===== config.mk =====
export PLATFORM = sky130hd
export DESIGN_NAME = period_capture_frequency_meter
export DESIGN_NICKNAME = d
export VERILOG_FILES = /design/src/rtl/core/pcfm_pkg.sv /design/src/rtl/core/pcfm_timer.sv /design/src/rtl/core/pcfm_divider.sv /design/src/rtl/core/period_capture_frequency_meter.sv
export SDC_FILE = /design/constraint.sdc
export NUM_CORES = 1
export LEC_CHECK = 0
export BUFFER_PORTS_ARGS = -buffer_cell sky130_fd_sc_hd__buf_2
export CORE_MARGIN = 8
export CORE_UTILIZATION = 39
export CTS_BUF_LIST = sky130_fd_sc_hd__clkbuf_8
export DETAILED_ROUTE_END_ITERATION = 16
export PLACE_DENSITY = 0.61
export REMOVE_ABC_BUFFERS = 1
export SETUP_SLACK_MARGIN = 0.4
export SLEW_MARGIN = 10
export SYNTH_ARGS = -nofsm -noshare
export SYNTH_HDL_FRONTEND = slang
export SYNTH_SLANG_ARGS = --single-unit

===== constraint.sdc =====
create_clock -name clock -period 4 [get_ports clock]
set_input_delay 1 -clock clock [delete_from_list [all_inputs] [get_ports clock]]
set_output_delay 1 -clock clock [all_outputs]
set_load 0.03 [all_outputs]

===== src/rtl/core/pcfm_pkg.sv =====
// Shared types, opcodes and phase codes of the period capture frequency meter.
package pcfm_pkg;

   localparam int DATA_BITS  = 32;
   localparam int COUNT_BITS = 16;
   localparam logic [DATA_BITS-1:0] REF_CLOCK_RESET = 32'd16000000;

   localparam logic [1:0] OP_TICK  = 2'd0;
   localparam logic [1:0] OP_START = 2'd1;
   localparam logic [1:0] OP_READ  = 2'd2;

   localparam logic [1:0] PHASE_WAIT_CODE = 2'd0;
   localparam logic [1:0] PHASE_MEAS_CODE = 2'd1;
   localparam logic [1:0] PHASE_DONE_CODE = 2'd2;

   typedef enum logic [2:0] {
      PH_WAIT = 3'b001,
      PH_MEAS = 3'b010,
      PH_DONE = 3'b100
   } phase_type;

   typedef struct packed {
      logic [1:0] opcode;
      logic       edge_seen;
   } req_item_type;

   typedef struct packed {
      logic [DATA_BITS-1:0] frequency_hz;
      logic [1:0]           phase_now;
   } rsp_item_type;

   typedef struct packed {
      logic [1:0]           phase_code;
      logic                 done;
      logic [DATA_BITS-1:0] elapsed;
   } status_type;

   function automatic logic [1:0] phase_to_code(input phase_type ph);
      logic [1:0] code;
      unique case (ph)
         PH_WAIT: code = PHASE_WAIT_CODE;
         PH_MEAS: code = PHASE_MEAS_CODE;
         PH_DONE: code = PHASE_DONE_CODE;
         default: code = PHASE_DONE_CODE;
      endcase
      return code;
   endfunction

endpackage


===== src/rtl/core/pcfm_timer.sv =====
// Free-running timer, edge captures, overflow counter and measurement phase.
module pcfm_timer #(
   parameter int TIMER_BITS = 16
) (
   input  logic                  clock,
   input  logic                  reset,
   input  logic                  item_accept,
   input  pcfm_pkg::req_item_type item,
   output pcfm_pkg::status_type  status
);

   logic [TIMER_BITS-1:0]          timer_ff, timer_in;
   logic [TIMER_BITS-1:0]          start_ff, start_in;
   logic [TIMER_BITS-1:0]          end_ff, end_in;
   logic [pcfm_pkg::COUNT_BITS-1:0] ovf_ff, ovf_in;
   logic [pcfm_pkg::COUNT_BITS-1:0] ovf_end_ff, ovf_end_in;
   pcfm_pkg::phase_type            phase_ff, phase_in;

   // Advance the timer and the capture state for one item
   always_comb begin
      timer_in   = timer_ff;
      start_in   = start_ff;
      end_in     = end_ff;
      ovf_in     = ovf_ff;
      ovf_end_in = ovf_end_ff;
      phase_in   = phase_ff;
      if (item_accept) begin
         case (item.opcode)
            pcfm_pkg::OP_TICK: begin
               if (item.edge_seen) begin
                  unique case (phase_ff)
                     pcfm_pkg::PH_WAIT: begin
                        start_in = timer_ff;
                        ovf_in   = '0;
                        phase_in = pcfm_pkg::PH_MEAS;
                     end
                     pcfm_pkg::PH_MEAS: begin
                        end_in     = timer_ff;
                        ovf_end_in = ovf_ff;
                        phase_in   = pcfm_pkg::PH_DONE;
                     end
                     pcfm_pkg::PH_DONE: ;
                     default: ;
                  endcase
               end
               timer_in = timer_ff + 1'b1;
               if (timer_in == '0 && phase_in == pcfm_pkg::PH_MEAS) begin
                  ovf_in = ovf_in + 1'b1;
               end
            end
            pcfm_pkg::OP_START: begin
               start_in   = '0;
               end_in     = '0;
               ovf_in     = '0;
               ovf_end_in = '0;
               phase_in   = pcfm_pkg::PH_WAIT;
            end
            default: ;
         endcase
      end
   end

   always_ff @(posedge clock) begin
      if (reset) begin
         timer_ff   <= '0;
         start_ff   <= '0;
         end_ff     <= '0;
         ovf_ff     <= '0;
         ovf_end_ff <= '0;
         phase_ff   <= pcfm_pkg::PH_DONE;
      end else begin
         timer_ff   <= timer_in;
         start_ff   <= start_in;
         end_ff     <= end_in;
         ovf_ff     <= ovf_in;
         ovf_end_ff <= ovf_end_in;
         phase_ff   <= phase_in;
      end
   end

   // Elapsed tick count, kept exact modulo 2^32
   always_comb begin
      status.phase_code = pcfm_pkg::phase_to_code(phase_in);
      status.done       = (phase_ff == pcfm_pkg::PH_DONE);
      status.elapsed    = (pcfm_pkg::DATA_BITS'(ovf_end_ff) << TIMER_BITS)
                        + pcfm_pkg::DATA_BITS'(end_ff)
                        - pcfm_pkg::DATA_BITS'(start_ff);
   end

endmodule


===== src/rtl/core/pcfm_divider.sv =====
// Bit-serial restoring divider, one quotient bit per cycle.
module pcfm_divider (
   input  logic                           clock,
   input  logic                           reset,
   input  logic                           start,
   input  logic [pcfm_pkg::DATA_BITS-1:0] dividend,
   input  logic [pcfm_pkg::DATA_BITS-1:0] divisor,
   output logic                           busy,
   output logic                           done,
   output logic [pcfm_pkg::DATA_BITS-1:0] quotient
);

   localparam int CNT_BITS = $clog2(pcfm_pkg::DATA_BITS);

   logic                           busy_ff, busy_in;
   logic                           done_ff, done_in;
   logic [CNT_BITS-1:0]            cnt_ff, cnt_in;
   logic [pcfm_pkg::DATA_BITS-1:0] quo_ff, quo_in;
   logic [pcfm_pkg::DATA_BITS-1:0] rem_ff, rem_in;
   logic [pcfm_pkg::DATA_BITS-1:0] div_ff, div_in;
   logic [pcfm_pkg::DATA_BITS:0]   rem_shift;
   logic [pcfm_pkg::DATA_BITS:0]   diff;

   // Shift in the next dividend bit and try one subtract
   always_comb begin
      rem_shift = {rem_ff, quo_ff[pcfm_pkg::DATA_BITS-1]};
      diff      = rem_shift - {1'b0, div_ff};
      busy_in   = busy_ff;
      done_in   = 1'b0;
      cnt_in    = cnt_ff;
      quo_in    = quo_ff;
      rem_in    = rem_ff;
      div_in    = div_ff;
      if (start) begin
         busy_in = 1'b1;
         cnt_in  = CNT_BITS'(pcfm_pkg::DATA_BITS - 1);
         quo_in  = dividend;
         rem_in  = '0;
         div_in  = divisor;
      end else if (busy_ff) begin
         if (!diff[pcfm_pkg::DATA_BITS]) begin
            rem_in = diff[pcfm_pkg::DATA_BITS-1:0];
         end else begin
            rem_in = rem_shift[pcfm_pkg::DATA_BITS-1:0];
         end
         quo_in = {quo_ff[pcfm_pkg::DATA_BITS-2:0], ~diff[pcfm_pkg::DATA_BITS]};
         cnt_in = cnt_ff - 1'b1;
         if (cnt_ff == '0) begin
            busy_in = 1'b0;
            done_in = 1'b1;
         end
      end
   end

   always_ff @(posedge clock) begin
      if (reset) begin
         busy_ff <= 1'b0;
         done_ff <= 1'b0;
         cnt_ff  <= '0;
      end else begin
         busy_ff <= busy_in;
         done_ff <= done_in;
         cnt_ff  <= cnt_in;
      end
   end

   always_ff @(posedge clock) begin
      quo_ff <= quo_in;
      rem_ff <= rem_in;
      div_ff <= div_in;
   end

   assign busy     = busy_ff | done_ff;
   assign done     = done_ff;
   assign quotient = quo_ff;

endmodule


===== src/rtl/core/period_capture_frequency_meter.sv =====
// Top level: item handshake, result register, reference clock register.
// A tick, start or unavailable read gives its item in the cycle after acceptance.
// A read of a finished measurement with a nonzero count runs 32 serial divider
// iterations, one quotient bit each, then the result register takes the quotient.
// Throughput: one item per cycle unless a held result or a division stalls input.
// Reset: synchronous; phase goes to done, counts and captures clear, ref clock 16000000.
module period_capture_frequency_meter #(
   parameter int TIMER_BITS = 16
) (
   input  logic                           clock,
   input  logic                           reset,
   input  logic                           req_valid,
   output logic                           req_stall,
   input  pcfm_pkg::req_item_type         req_data,
   output logic                           rsp_valid,
   input  logic                           rsp_stall,
   output pcfm_pkg::rsp_item_type         rsp_data,
   input  logic                           csr_wr_en,
   input  logic [pcfm_pkg::DATA_BITS-1:0] csr_wr_data
);

   logic [pcfm_pkg::DATA_BITS-1:0] ref_clock_ff;
   logic                           rsp_valid_ff, rsp_valid_in;
   pcfm_pkg::rsp_item_type         rsp_data_ff, rsp_data_in;
   pcfm_pkg::status_type           status;
   logic                           req_accept;
   logic                           div_start;
   logic                           div_busy;
   logic                           div_done;
   logic [pcfm_pkg::DATA_BITS-1:0] div_quotient;

   assign req_stall  = div_busy | (rsp_valid_ff & rsp_stall);
   assign req_accept = req_valid & ~req_stall;
   assign div_start  = req_accept && (req_data.opcode == pcfm_pkg::OP_READ)
                     && status.done && (status.elapsed != '0);

   pcfm_timer #(
      .TIMER_BITS(TIMER_BITS)
   ) u_timer (
      .clock       (clock),
      .reset       (reset),
      .item_accept (req_accept),
      .item        (req_data),
      .status      (status)
   );

   pcfm_divider u_divider (
      .clock    (clock),
      .reset    (reset),
      .start    (div_start),
      .dividend (ref_clock_ff),
      .divisor  (status.elapsed),
      .busy     (div_busy),
      .done     (div_done),
      .quotient (div_quotient)
   );

   // Hold the reference clock
   always_ff @(posedge clock) begin
      if (reset) begin
         ref_clock_ff <= pcfm_pkg::REF_CLOCK_RESET;
      end else if (csr_wr_en) begin
         ref_clock_ff <= csr_wr_data;
      end
   end

   // Load the result register from the item or from the divider
   always_comb begin
      rsp_valid_in = rsp_valid_ff;
      rsp_data_in  = rsp_data_ff;
      if (rsp_valid_ff && !rsp_stall) begin
         rsp_valid_in = 1'b0;
      end
      if (req_accept && !div_start) begin
         rsp_valid_in             = 1'b1;
         rsp_data_in.frequency_hz = '0;
         rsp_data_in.phase_now    = status.phase_code;
      end
      if (div_done) begin
         rsp_valid_in             = 1'b1;
         rsp_data_in.frequency_hz = div_quotient;
         rsp_data_in.phase_now    = pcfm_pkg::PHASE_DONE_CODE;
      end
   end

   always_ff @(posedge clock) begin
      if (reset) begin
         rsp_valid_ff <= 1'b0;
      end else begin
         rsp_valid_ff <= rsp_valid_in;
      end
   end

   always_ff @(posedge clock) begin
      rsp_data_ff <= rsp_data_in;
   end

   assign rsp_valid = rsp_valid_ff;
   assign rsp_data  = rsp_data_ff;

   // A division blocks new items
   a_busy_stalls: assert property (@(posedge clock) disable iff (reset)
      div_busy |-> req_stall)
      else $error("item accepted during division");

   // The result register is free when the quotient arrives
   a_done_free: assert property (@(posedge clock) disable iff (reset)
      div_done |-> !rsp_valid_ff)
      else $error("quotient arrives while a result is pending");

   // A started division keeps the input stalled next cycle
   a_start_busy: assert property (@(posedge clock) disable iff (reset)
      div_start |=> div_busy)
      else $error("divider did not start");

   // A read that launches a division presents no result until the divider finishes
   a_start_no_rsp: assert property (@(posedge clock) disable iff (reset)
      div_start |=> !rsp_valid_ff)
      else $error("result presented before division finished");

endmodule


==> impl_metrics.env, run 1 <==
export IMPL_avgRoutedWirePerCell_um=16.1
export IMPL_synth_warnings=0
export IMPL_period_needed_ns=3.72
export IMPL_synth_most_common_cell="dfxtp_1"
export IMPL_maxSlewViolCount=0
export IMPL_r2r_end="rsp_data[9]$_DFFE_PP_"
export IMPL_netlist_area_sq_um=13700
export IMPL_clk_pin_slew_ns=0.06
export IMPL_firstDrtPassIters=5
export IMPL_maximum_frequency_from_static_timing_analysis_mhz=269
export IMPL_final_design_area_no_fill_sq_um=16000
export IMPL_critPathMaxFanout=8
export IMPL_vias_in_the_first_global_route=10429
export IMPL_rsz0062_at_grt="true"
export IMPL_die_width_um=203
export IMPL_worst_setup_path_type="flop to flop"
export IMPL_finalPower_mw=8.19
export IMPL_vdd_ir_drop_worst_mv=0.320
export IMPL_netlist_top_cell_by_area="dfxtp_1"
export IMPL_vias_per_cell=5.27
export IMPL_place_congestion=0.832
export IMPL_r2r_setup_slack_ns=0.28
export IMPL_netlist_top_cells_count="dfxtp_1 (157), nand2_1 (130), a21oi_1 (113)"
export IMPL_placed_area_sq_um=14500
export IMPL_antenna_cells=0
export IMPL_result_of_the_run="finished clean"
export IMPL_ys_seq_elements=253
export IMPL_die_area_sq_um=41300
export IMPL_tightest_slew_ns=1.04
export IMPL_avg_cell_area_syn_sq_um=9.33
export IMPL_cts_num_sinks=253
export IMPL_hold_class="flop to flop"
export IMPL_finClkSkew_ns=0.0184
export IMPL_finalNonFillerCells=2040
export IMPL_clockRootBuffer="clkbuf_8"
export IMPL_proportion_of_layout_cells_with_a_drive_suffix_above_1_pct=17.2
export IMPL_area_growth_synth_to_final_pct=17.0
export IMPL_grt_usage_pct=15.2
export IMPL_first_iter_violations=719
export IMPL_timing_final_setup_violations=0
export IMPL_grt_first_pass_wirelength_um=53200
export IMPL_power_leakage_nw=6.67
export IMPL_initial_utilization_pct=39.5
export IMPL_cp_data_arrival_time_ns=3.97
export IMPL_synth_top_cells_by_area="dfxtp_1 (23%), edfxtp_1 (21%), ha_1 (4.9%)"
export IMPL_place_hpwl_um=21900
export IMPL_clk_path_buf_depth=3
export IMPL_startpoint_type="flop"
export IMPL_io_pin_count=76
export IMPL_antenna_left=0
export IMPL_synth_cell_types=87
export IMPL_synth_yosys_seq_area_share_pct=44.1
export IMPL_wl_um=32900
export IMPL_vias=10760
export IMPL_timing_final_crit_share_pct=92.9
export IMPL_reg2regPathDepth=15
export IMPL_critical_path_endpoint="rsp_data[9]$_DFFE_PP_"
export IMPL_floorplan_core_area_sq_um=34500
export IMPL_power_per_standard_cell_area_nw_per_um2=513
export IMPL_endpoint_kind="flop"
export IMPL_synthCells=1463
export IMPL_grt_max_degree=69
export IMPL_final_hold_viol_count=0
export IMPL_post_route_drc=0
export IMPL_clk_insertion_delay_late_ns=0.55
export IMPL_layout_nets=1646
export IMPL_synth_flop_cell="dfxtp_1"
export IMPL_netlist_area_leader_share_pct=23.0
export IMPL_io_buffer_count=75
export IMPL_crit_reg2reg_launch="u_timer.end_ff[0]$_SDFFE_PP0P_"
export IMPL_core_rowCount=68
export IMPL_number_of_cts_inserted_buffers=44
export IMPL_timing_critical_path_from="u_timer.end_ff[0]$_SDFFE_PP0P_"
export IMPL_cap_violations=0
export IMPL_ys_async_sr_fraction_pct=0
export IMPL_h_tree_levels=2
export IMPL_smallest_hold_slack_ns=0.454
export IMPL_worst_ep_required_time_ns=4.26
export IMPL_die_h_um=203
export IMPL_synth_edf_count=96
export IMPL_grt_antenna_before_repair=0
export IMPL_clock_tree_from_tritoncts="yes"
export IMPL_placed_instances=1933
export IMPL_gr_total_overflow=0
export IMPL_hold_buffers=0
export IMPL_worst_slew_margin_rel_pct=30.7
[cells in the final DEF (no fill, tap or decap), drive strengths merged, types with 54 or more instances in the layout]
master	synthesis	layout
mux2i	60	60
buf	18	127
nand3	75	75
inv	83	102
a21oi	113	113
nor2	113	113
dfxtp	157	157
nand2	131	131
ha	54	54
clkbuf	73	55
edfxtp	96	96
[routing by layer]
layer / global-route usage, % / vias to the layer above / share of wire (%)
li1: - / 5419 / -
met1: 20.7 / 5064 / 49
met2: 24.3 / 215 / 45
met3: 2.33 / 62 / 3.7
met4: 5.36 / 0 / 2.6
met5: 0 / - / 0
[where the power goes]
| part | total [mW] | internal (mW) | switching [mW] | leakage (nW) |
|---|---|---|---|---|
| registers | 3.10 | 2.92 | 0.180 | 2.17 |
| logic | 2.84 | 1.42 | 1.42 | 3.99 |
| clock network | 2.26 | 1.22 | 1.04 | 0.507 |
| total | 8.19 | 5.55 | 2.64 | 6.67 |
[flip-flops by register name, summed over array words and instances, names as in the netlist]
signal              cells
u_timer.end_ff         16
u_divider.quotient     32
rsp_valid               1
u_timer.ovf_end_ff     16
u_divider.rem_ff       32
ref_clock_ff           32
u_divider.done          1
u_timer.ovf_ff         16
u_timer.timer_ff       16
u_divider.busy_ff       1
u_timer.start_ff       16
u_divider.cnt_ff        5
u_divider.div_ff       32
rsp_data               34
u_timer.phase_ff        3
[worst max-delay path, stage by stage, from the launching register on]
cell       delay (ns)
dfxtp_2          0.32
inv_2            0.08
ha_4             0.13
inv_2            0.03
fa_2             0.36
a211o_1          0.33
a21oi_2          0.22
o211ai_4         0.14
a311oi_2         0.30
xnor2_1          0.18
nand4_1          0.13
nor4b_2          0.23
nand4_1          0.25
a31oi_1          0.29
or2_4            0.24
clkbuf_16        0.19
[worst min path at each step]
stage                                      start                           endpoint  slack [ns]  cells after the start
6_report       u_timer.start_ff[12]$_SDFFE_PP0P_  u_timer.start_ff[12]$_SDFFE_PP0P_        0.45                      2
3_3_place_gp    u_timer.start_ff[2]$_SDFFE_PP0P_   u_timer.start_ff[2]$_SDFFE_PP0P_        0.44                      2
4_1_cts        u_timer.start_ff[15]$_SDFFE_PP0P_  u_timer.start_ff[15]$_SDFFE_PP0P_        0.45                      2
2_1_floorplan     u_timer.end_ff[0]$_SDFFE_PP0P_     u_timer.end_ff[0]$_SDFFE_PP0P_        0.43                      2
3_5_place_dp   u_timer.start_ff[15]$_SDFFE_PP0P_  u_timer.start_ff[15]$_SDFFE_PP0P_        0.45                      2
5_1_grt        u_timer.start_ff[15]$_SDFFE_PP0P_  u_timer.start_ff[15]$_SDFFE_PP0P_        0.47                      2
[cell families (layout without fill, tap and decap cells)]
group                      count (synthesis)  in the layout  synth area share [%]
DFF                                      253            253                  44.1
AOI/OAI and AO/OA                        321            321                  15.7
adders and majority gates                 56             56                  5.24
muxes                                     93             93                  7.12
xor gates and xnor gates                  76             76                  5.01
buffers and inverters                    174            296                  5.30
and+or+nand+nor                          490            490                  17.5
[layout make-up]
type	count	area, sq um
Fill cell	3359	18600
Clock inverter	31	168
Sequential cell	253	6030
Tap cell	455	569
Inverter	83	317
Multi-Input combinational cell	1036	7110
Timing Repair Buffer	132	1100
Clock buffer	50	688
[what timing repair did]
item / in CTS / in global routing
cloned: 4 / 6
resized for setup: 30 / 28
endpoints found under the setup margin: 162 / 171
setup buffers: 8 / 8
pin swaps: 8 / 7
[metrics by stage]
stage               setup WS, ns  TNS, ns  utilization (%)
detailed placement        0.0910        0             42.0
finish                     0.284        0             46.3
floorplan                 -0.437   -13.98                -
global route              0.0606        0             46.3
global placement           0.159        0             42.0
CTS                        0.322        0             45.3
(Power assumes the default switching activity.)
==> run 2, diff against run 1 <==
CORE_UTILIZATION = 30   (was 39)
PLACE_DENSITY = 0.51   (was 0.61)
==> impl_metrics.env, run 2 (synthesis results as in run 1) <==
export IMPL_clockRootBuffer="clkbuf_8"
export IMPL_ff_latch_area_sq_um=6030
export IMPL_cts_num_sinks=253
export IMPL_layout_commonest_cell="dfxtp_1"
export IMPL_core_rowCount=78
export IMPL_grt_util_met2_pct=20.7
export IMPL_largest_reg_flops=34
export IMPL_firstDrtPassIters=5
export IMPL_timing_final_crit_share_pct=92.2
export IMPL_wl_um=35300
export IMPL_grt_usage_pct=12.8
export IMPL_place_congestion=0.824
export IMPL_power_per_standard_cell_area_nw_per_um2=518
export IMPL_hold_buffers=0
export IMPL_proportion_of_layout_cells_with_a_drive_suffix_above_1_pct=17.2
export IMPL_grt_antenna_before_repair=0
export IMPL_grt_max_degree=69
export IMPL_die_area_sq_um=52600
export IMPL_initial_utilization_pct=30.2
export IMPL_power_leakage_nw=6.75
export IMPL_clk_insertion_delay_late_ns=0.61
export IMPL_finalNonFillerCells=2197
export IMPL_final_hold_viol_count=0
export IMPL_io_buffer_count=75
export IMPL_tightest_slew_ns=1.14
export IMPL_io_pin_count=76
export IMPL_floorplan_core_area_sq_um=45200
export IMPL_worst_slew_margin_rel_pct=24.3
export IMPL_gr_total_overflow=0
export IMPL_worst_setup_path_type="flop to flop"
export IMPL_top_library_cells_by_usage_in_the_layout_fill_and_taps_aside="dfxtp_1 (155), nand2_1 (130), nor2_1 (112), a21oi_1 (111), edfxtp_1 (96)"
export IMPL_grt_first_pass_wirelength_um=56300
export IMPL_place_hpwl_um=23700
export IMPL_first_iter_violations=649
export IMPL_h_tree_levels=2
export IMPL_antenna_cells=0
export IMPL_area_growth_synth_to_final_pct=19.4
export IMPL_global_route_peak_usage_layer="met2"
export IMPL_vias=10821
export IMPL_layout_nets=1662
export IMPL_critPathMaxFanout=8
export IMPL_cap_violations=0
export IMPL_clock_tree_from_tritoncts="yes"
export IMPL_clk_path_buf_depth=3
export IMPL_antenna_left=0
export IMPL_period_needed_ns=3.69
export IMPL_startpoint_type="flop"
export IMPL_vias_in_the_first_global_route=10549
export IMPL_hold_class="flop to flop"
export IMPL_rsz0062_at_grt="true"
export IMPL_placement_setup_worst_slack_ns=-0.00822
export IMPL_groute_layer_met3_usage_pct=2.00
export IMPL_vias_per_cell=4.93
export IMPL_clk_pin_slew_ns=0.06
export IMPL_die_h_um=229
export IMPL_post_route_drc=0
export IMPL_area_of_the_multi_input_gates_sq_um=7080
export IMPL_result_of_the_run="finished clean"
export IMPL_endpoint_kind="flop"
export IMPL_groute_layer_met1_usage_pct=17.0
export IMPL_vdd_ir_drop_worst_mv=0.269
export IMPL_avgRoutedWirePerCell_um=16.1
export IMPL_timing_final_setup_violations=0
export IMPL_maximum_frequency_from_static_timing_analysis_mhz=271
export IMPL_die_width_um=229
export IMPL_maxSlewViolCount=0
export IMPL_filler_cell_count=4593
export IMPL_finClkSkew_ns=0.0335
export IMPL_placed_instances=2088
export IMPL_number_of_cts_inserted_buffers=47
export IMPL_worst_ep_required_time_ns=4.32
export IMPL_cp_data_arrival_time_ns=4.01
export IMPL_fin_worst_setup_slack_ns=0.313
run 2: cell count changes in the layout (fill, tap and decap cells not counted), sizes merged:
cell      delta
clkbuf       +3
clkinvlp     -1
buf         +12
clkinv       -3
bufinv       +1
run 2: per-layer routing:
metal	wire, um	share of wire (%)	up-vias
met5	0	0	-
met2	16600	47	179
met3	1180	3.3	55
met1	16700	47	5144
li1	-	-	5443
met4	836	2.4	0
run 2: area by class of cell:
cell class / instances / share of cell area, %
tap: 600 / 4.61
clock buffer: 52 / 4.39
clock inverter: 28 / 1.10
multi-input combinational: 1036 / 43.4
sequential: 253 / 37.0
timing repair buffer: 145 / 7.53
inverter: 83 / 1.96
run 2: final timing paths:
path / from / endpoint / slack [ns] / depth (start not counted)
max: u_timer.end_ff[0]$_SDFFE_PP0P_ / rsp_data[26]$_DFFE_PP_ / 0.31 / 17
min: u_timer.start_ff[14]$_SDFFE_PP0P_ / u_timer.start_ff[14]$_SDFFE_PP0P_ / 0.45 / 2
max reg2reg: u_timer.end_ff[0]$_SDFFE_PP0P_ / rsp_data[26]$_DFFE_PP_ / 0.31 / 17
min reg2reg: u_timer.start_ff[14]$_SDFFE_PP0P_ / u_timer.start_ff[14]$_SDFFE_PP0P_ / 0.45 / 2
run 2: stage by stage:
stage / hold slack [ns] / area (sq um) / setup TNS, ns / util (%) / power [mW]
after floorplan: 0.430 / 13200 / -13.98 / - / 4.97
after global routing: 0.476 / 16300 / 0 / 36.1 / 8.93
after global placement: 0.445 / 14800 / 0 / 32.7 / 5.50
final: 0.452 / 16300 / 0 / 36.1 / 8.45
after CTS: 0.455 / 16000 / 0 / 35.3 / 8.19
after detailed placement: 0.448 / 14800 / -0.0140 / 32.7 / 5.53
run 2: where the power goes:
group	total [mW]	internal [mW]	switching, mW	leakage (nW)
clock network	2.40	1.31	1.09	0.523
registers	3.10	2.92	0.187	2.17
logic	2.94	1.49	1.45	4.06
total	8.45	5.72	2.73	6.75
run 2: repair_timing:
item / 4_1_cts / 5_1_grt
setup endpoints to repair: 164 / 162
pin swaps: 11 / 20
gates resized for setup: 29 / 27
setup buffers: 10 / 9
cloned: 4 / 6
run 2: critical path: stages (launching register included):
cell,delay [ns]
dfxtp_2,0.32
inv_2,0.07
ha_4,0.13
inv_2,0.03
fa_2,0.38
a211o_1,0.34
a21oi_2,0.19
o211ai_4,0.16
a311oi_2,0.32
xnor2_1,0.18
nand4_1,0.13
nor4b_2,0.22
nand4_1,0.13
buf_6,0.16
a31oi_4,0.18
or2_4,0.17
buf_6,0.13
clkbuf_16,0.16
==> run 3, diff against run 2 <==
HOLD_SLACK_MARGIN = 0.1   (was default)
PLACE_DENSITY = 0.48   (was 0.51)
SLEW_MARGIN = 15   (was 10)
==> impl_metrics.env, run 3 (synthesis results as in run 1) <==
export IMPL_hold_buffers=0
export IMPL_vias=10794
export IMPL_floorplan_core_area_sq_um=45200
export IMPL_clock_tree_from_tritoncts="yes"
export IMPL_layout_nets=1669
export IMPL_cap_violations=0
export IMPL_vdd_ir_drop_worst_mv=0.249
export IMPL_critical_path_endpoint="u_divider.quotient[20]$_DFFE_PP_"
export IMPL_io_buffer_count=75
export IMPL_worst_ep_required_time_ns=4.31
export IMPL_cp_buffers_inverters=5
export IMPL_crit_reg2reg_launch="u_timer.end_ff[0]$_SDFFE_PP0P_"
export IMPL_avgRoutedWirePerCell_um=16.2
export IMPL_hold_class="flop to flop"
export IMPL_die_area_sq_um=52600
export IMPL_power_leakage_nw=6.92
export IMPL_timing_final_setup_violations=0
export IMPL_timing_final_crit_share_pct=93.2
export IMPL_vias_in_the_first_global_route=10680
export IMPL_number_of_cts_inserted_buffers=47
export IMPL_r2r_setup_slack_ns=0.27
export IMPL_largest_reg_flops=34
export IMPL_crit_path_top_delay_cell="fa_2"
export IMPL_gr_total_overflow=0
export IMPL_worstPathCellList="inv_2 > ha_4 > inv_2 > fa_2 > a211o_1 > a21oi_2 > o211ai_4 > a311oi_2 > xnor2_1 > nand4_1 > nor4b_2 > nand4_1 > buf_6 > nand2_4 > inv_8 > bufbuf_16 > mux2_1"
export IMPL_io_pin_count=76
export IMPL_cp_data_arrival_time_ns=4.04
export IMPL_critPathMaxFanout=7
export IMPL_area_growth_synth_to_final_pct=22.2
export IMPL_placed_area_sq_um=14800
export IMPL_finalPower_mw=9.02
export IMPL_final_design_area_no_fill_sq_um=16700
export IMPL_period_needed_ns=3.73
export IMPL_place_hpwl_um=23900
export IMPL_finClkSkew_ns=0.0318
export IMPL_endpoint_kind="flop"
export IMPL_grt_usage_pct=13.3
export IMPL_proportion_of_layout_cells_with_a_drive_suffix_above_1_pct=19.3
export IMPL_place_congestion=0.812
export IMPL_initial_utilization_pct=30.2
export IMPL_rsz0062_at_grt="true"
export IMPL_met2WireLength_um=16300
export IMPL_tightest_slew_ns=1.04
export IMPL_die_width_um=229
export IMPL_clockRootBuffer="clkbuf_8"
export IMPL_wl_met1_um=17600
export IMPL_clk_path_buf_depth=3
export IMPL_power_per_standard_cell_area_nw_per_um2=541
export IMPL_smallest_hold_slack_ns=0.452
export IMPL_clk_insertion_delay_late_ns=0.58
export IMPL_post_route_drc=0
export IMPL_worst_slew_margin_rel_pct=30.5
export IMPL_top_library_cells_by_usage_in_the_layout_fill_and_taps_aside="dfxtp_1 (155), nand2_1 (129), nor2_1 (112), a21oi_1 (111), edfxtp_1 (96)"
export IMPL_critPathMaxStageDelay_ns=0.38
export IMPL_firstDrtPassIters=5
export IMPL_grt_antenna_before_repair=0
export IMPL_maxSlewViolCount=0
export IMPL_layout_commonest_cell="dfxtp_1"
export IMPL_final_hold_viol_count=0
export IMPL_worst_setup_path_type="flop to flop"
export IMPL_reg2regPathDepth=17
export IMPL_wl_um=35900
export IMPL_clk_pin_slew_ns=0.07
export IMPL_grt_max_degree=56
export IMPL_antenna_left=0
export IMPL_startpoint_type="flop"
export IMPL_worst_path_dominant_cell_family="compound AO/OA/AOI/OAI gates"
export IMPL_maximum_frequency_from_static_timing_analysis_mhz=268
export IMPL_die_h_um=229
export IMPL_antenna_cells=0
export IMPL_wl_met3_um=1150
export IMPL_result_of_the_run="finished clean"
export IMPL_h_tree_levels=2
export IMPL_crit_cells=17
export IMPL_vias_per_cell=4.88
export IMPL_grt_first_pass_wirelength_um=58500
export IMPL_core_rowCount=78
export IMPL_first_iter_violations=674
export IMPL_r2r_end="u_divider.quotient[20]$_DFFE_PP_"
export IMPL_top_signal_layer_used="met4"
export IMPL_timing_critical_path_from="u_timer.end_ff[0]$_SDFFE_PP0P_"
export IMPL_cts_num_sinks=253
==> run 3: area by class of cell <==
class / count / area [sq um]
fill: 4585 / 28500
multi-input combinational: 1036 / 7190
clock inverter: 32 / 293
inverter: 83 / 322
clock buffer: 56 / 771
tap: 600 / 751
timing repair buffer: 152 / 1330
sequential: 253 / 6030
==> run 3: routing by layer <==
layer	global-route usage [%]	vias to the layer above
li1	-	5465
met2	21.1	169
met1	18.2	5089
met4	4.58	0
met3	1.89	71
met5	0	-
==> run 3: repair_timing <==
action,4_1_cts,5_1_grt
buffers inserted,17,6
gates cloned,8,2
resized for setup,54,31
pin swaps,15,8
setup endpoints to repair,164,169
==> run 3: tightest hold or removal path: cells and delay by family, from the launching register on <==
kind,cells,cell delay (ns)
AOI/OAI and AO/OA,1,0.05
and+or+nand+nor,1,0.05
DFF,1,0.31
==> run 3: worst min path at each step <==
stage                                 startpoint                                 to  depth (start not counted)
6_report       u_timer.start_ff[12]$_SDFFE_PP0P_  u_timer.start_ff[12]$_SDFFE_PP0P_                          2
5_1_grt        u_timer.start_ff[12]$_SDFFE_PP0P_  u_timer.start_ff[12]$_SDFFE_PP0P_                          2
4_1_cts        u_timer.start_ff[15]$_SDFFE_PP0P_  u_timer.start_ff[15]$_SDFFE_PP0P_                          2
3_5_place_dp   u_timer.start_ff[12]$_SDFFE_PP0P_  u_timer.start_ff[12]$_SDFFE_PP0P_                          2
3_3_place_gp   u_timer.start_ff[15]$_SDFFE_PP0P_  u_timer.start_ff[15]$_SDFFE_PP0P_                          2
2_1_floorplan     u_timer.end_ff[0]$_SDFFE_PP0P_     u_timer.end_ff[0]$_SDFFE_PP0P_                          2
==> run 3: power by group <==
part / switching [mW] / internal (mW)
logic: 1.54 / 1.59
registers: 0.187 / 2.92
clock network: 1.12 / 1.66
total: 2.84 / 6.17
==> run 3: through the flow <==
step,setup TNS (ns),setup WS (ns),util [%],instances
6_report,0,0.273,36.9,2212
3_3_place_gp,0,0.0281,32.7,2091
2_1_floorplan,-13.98,-0.437,-,1372
4_1_cts,0,0.222,36.3,2204
5_1_grt,0,0.0967,36.9,2212
3_5_place_dp,-0.107,-0.0187,32.7,2091
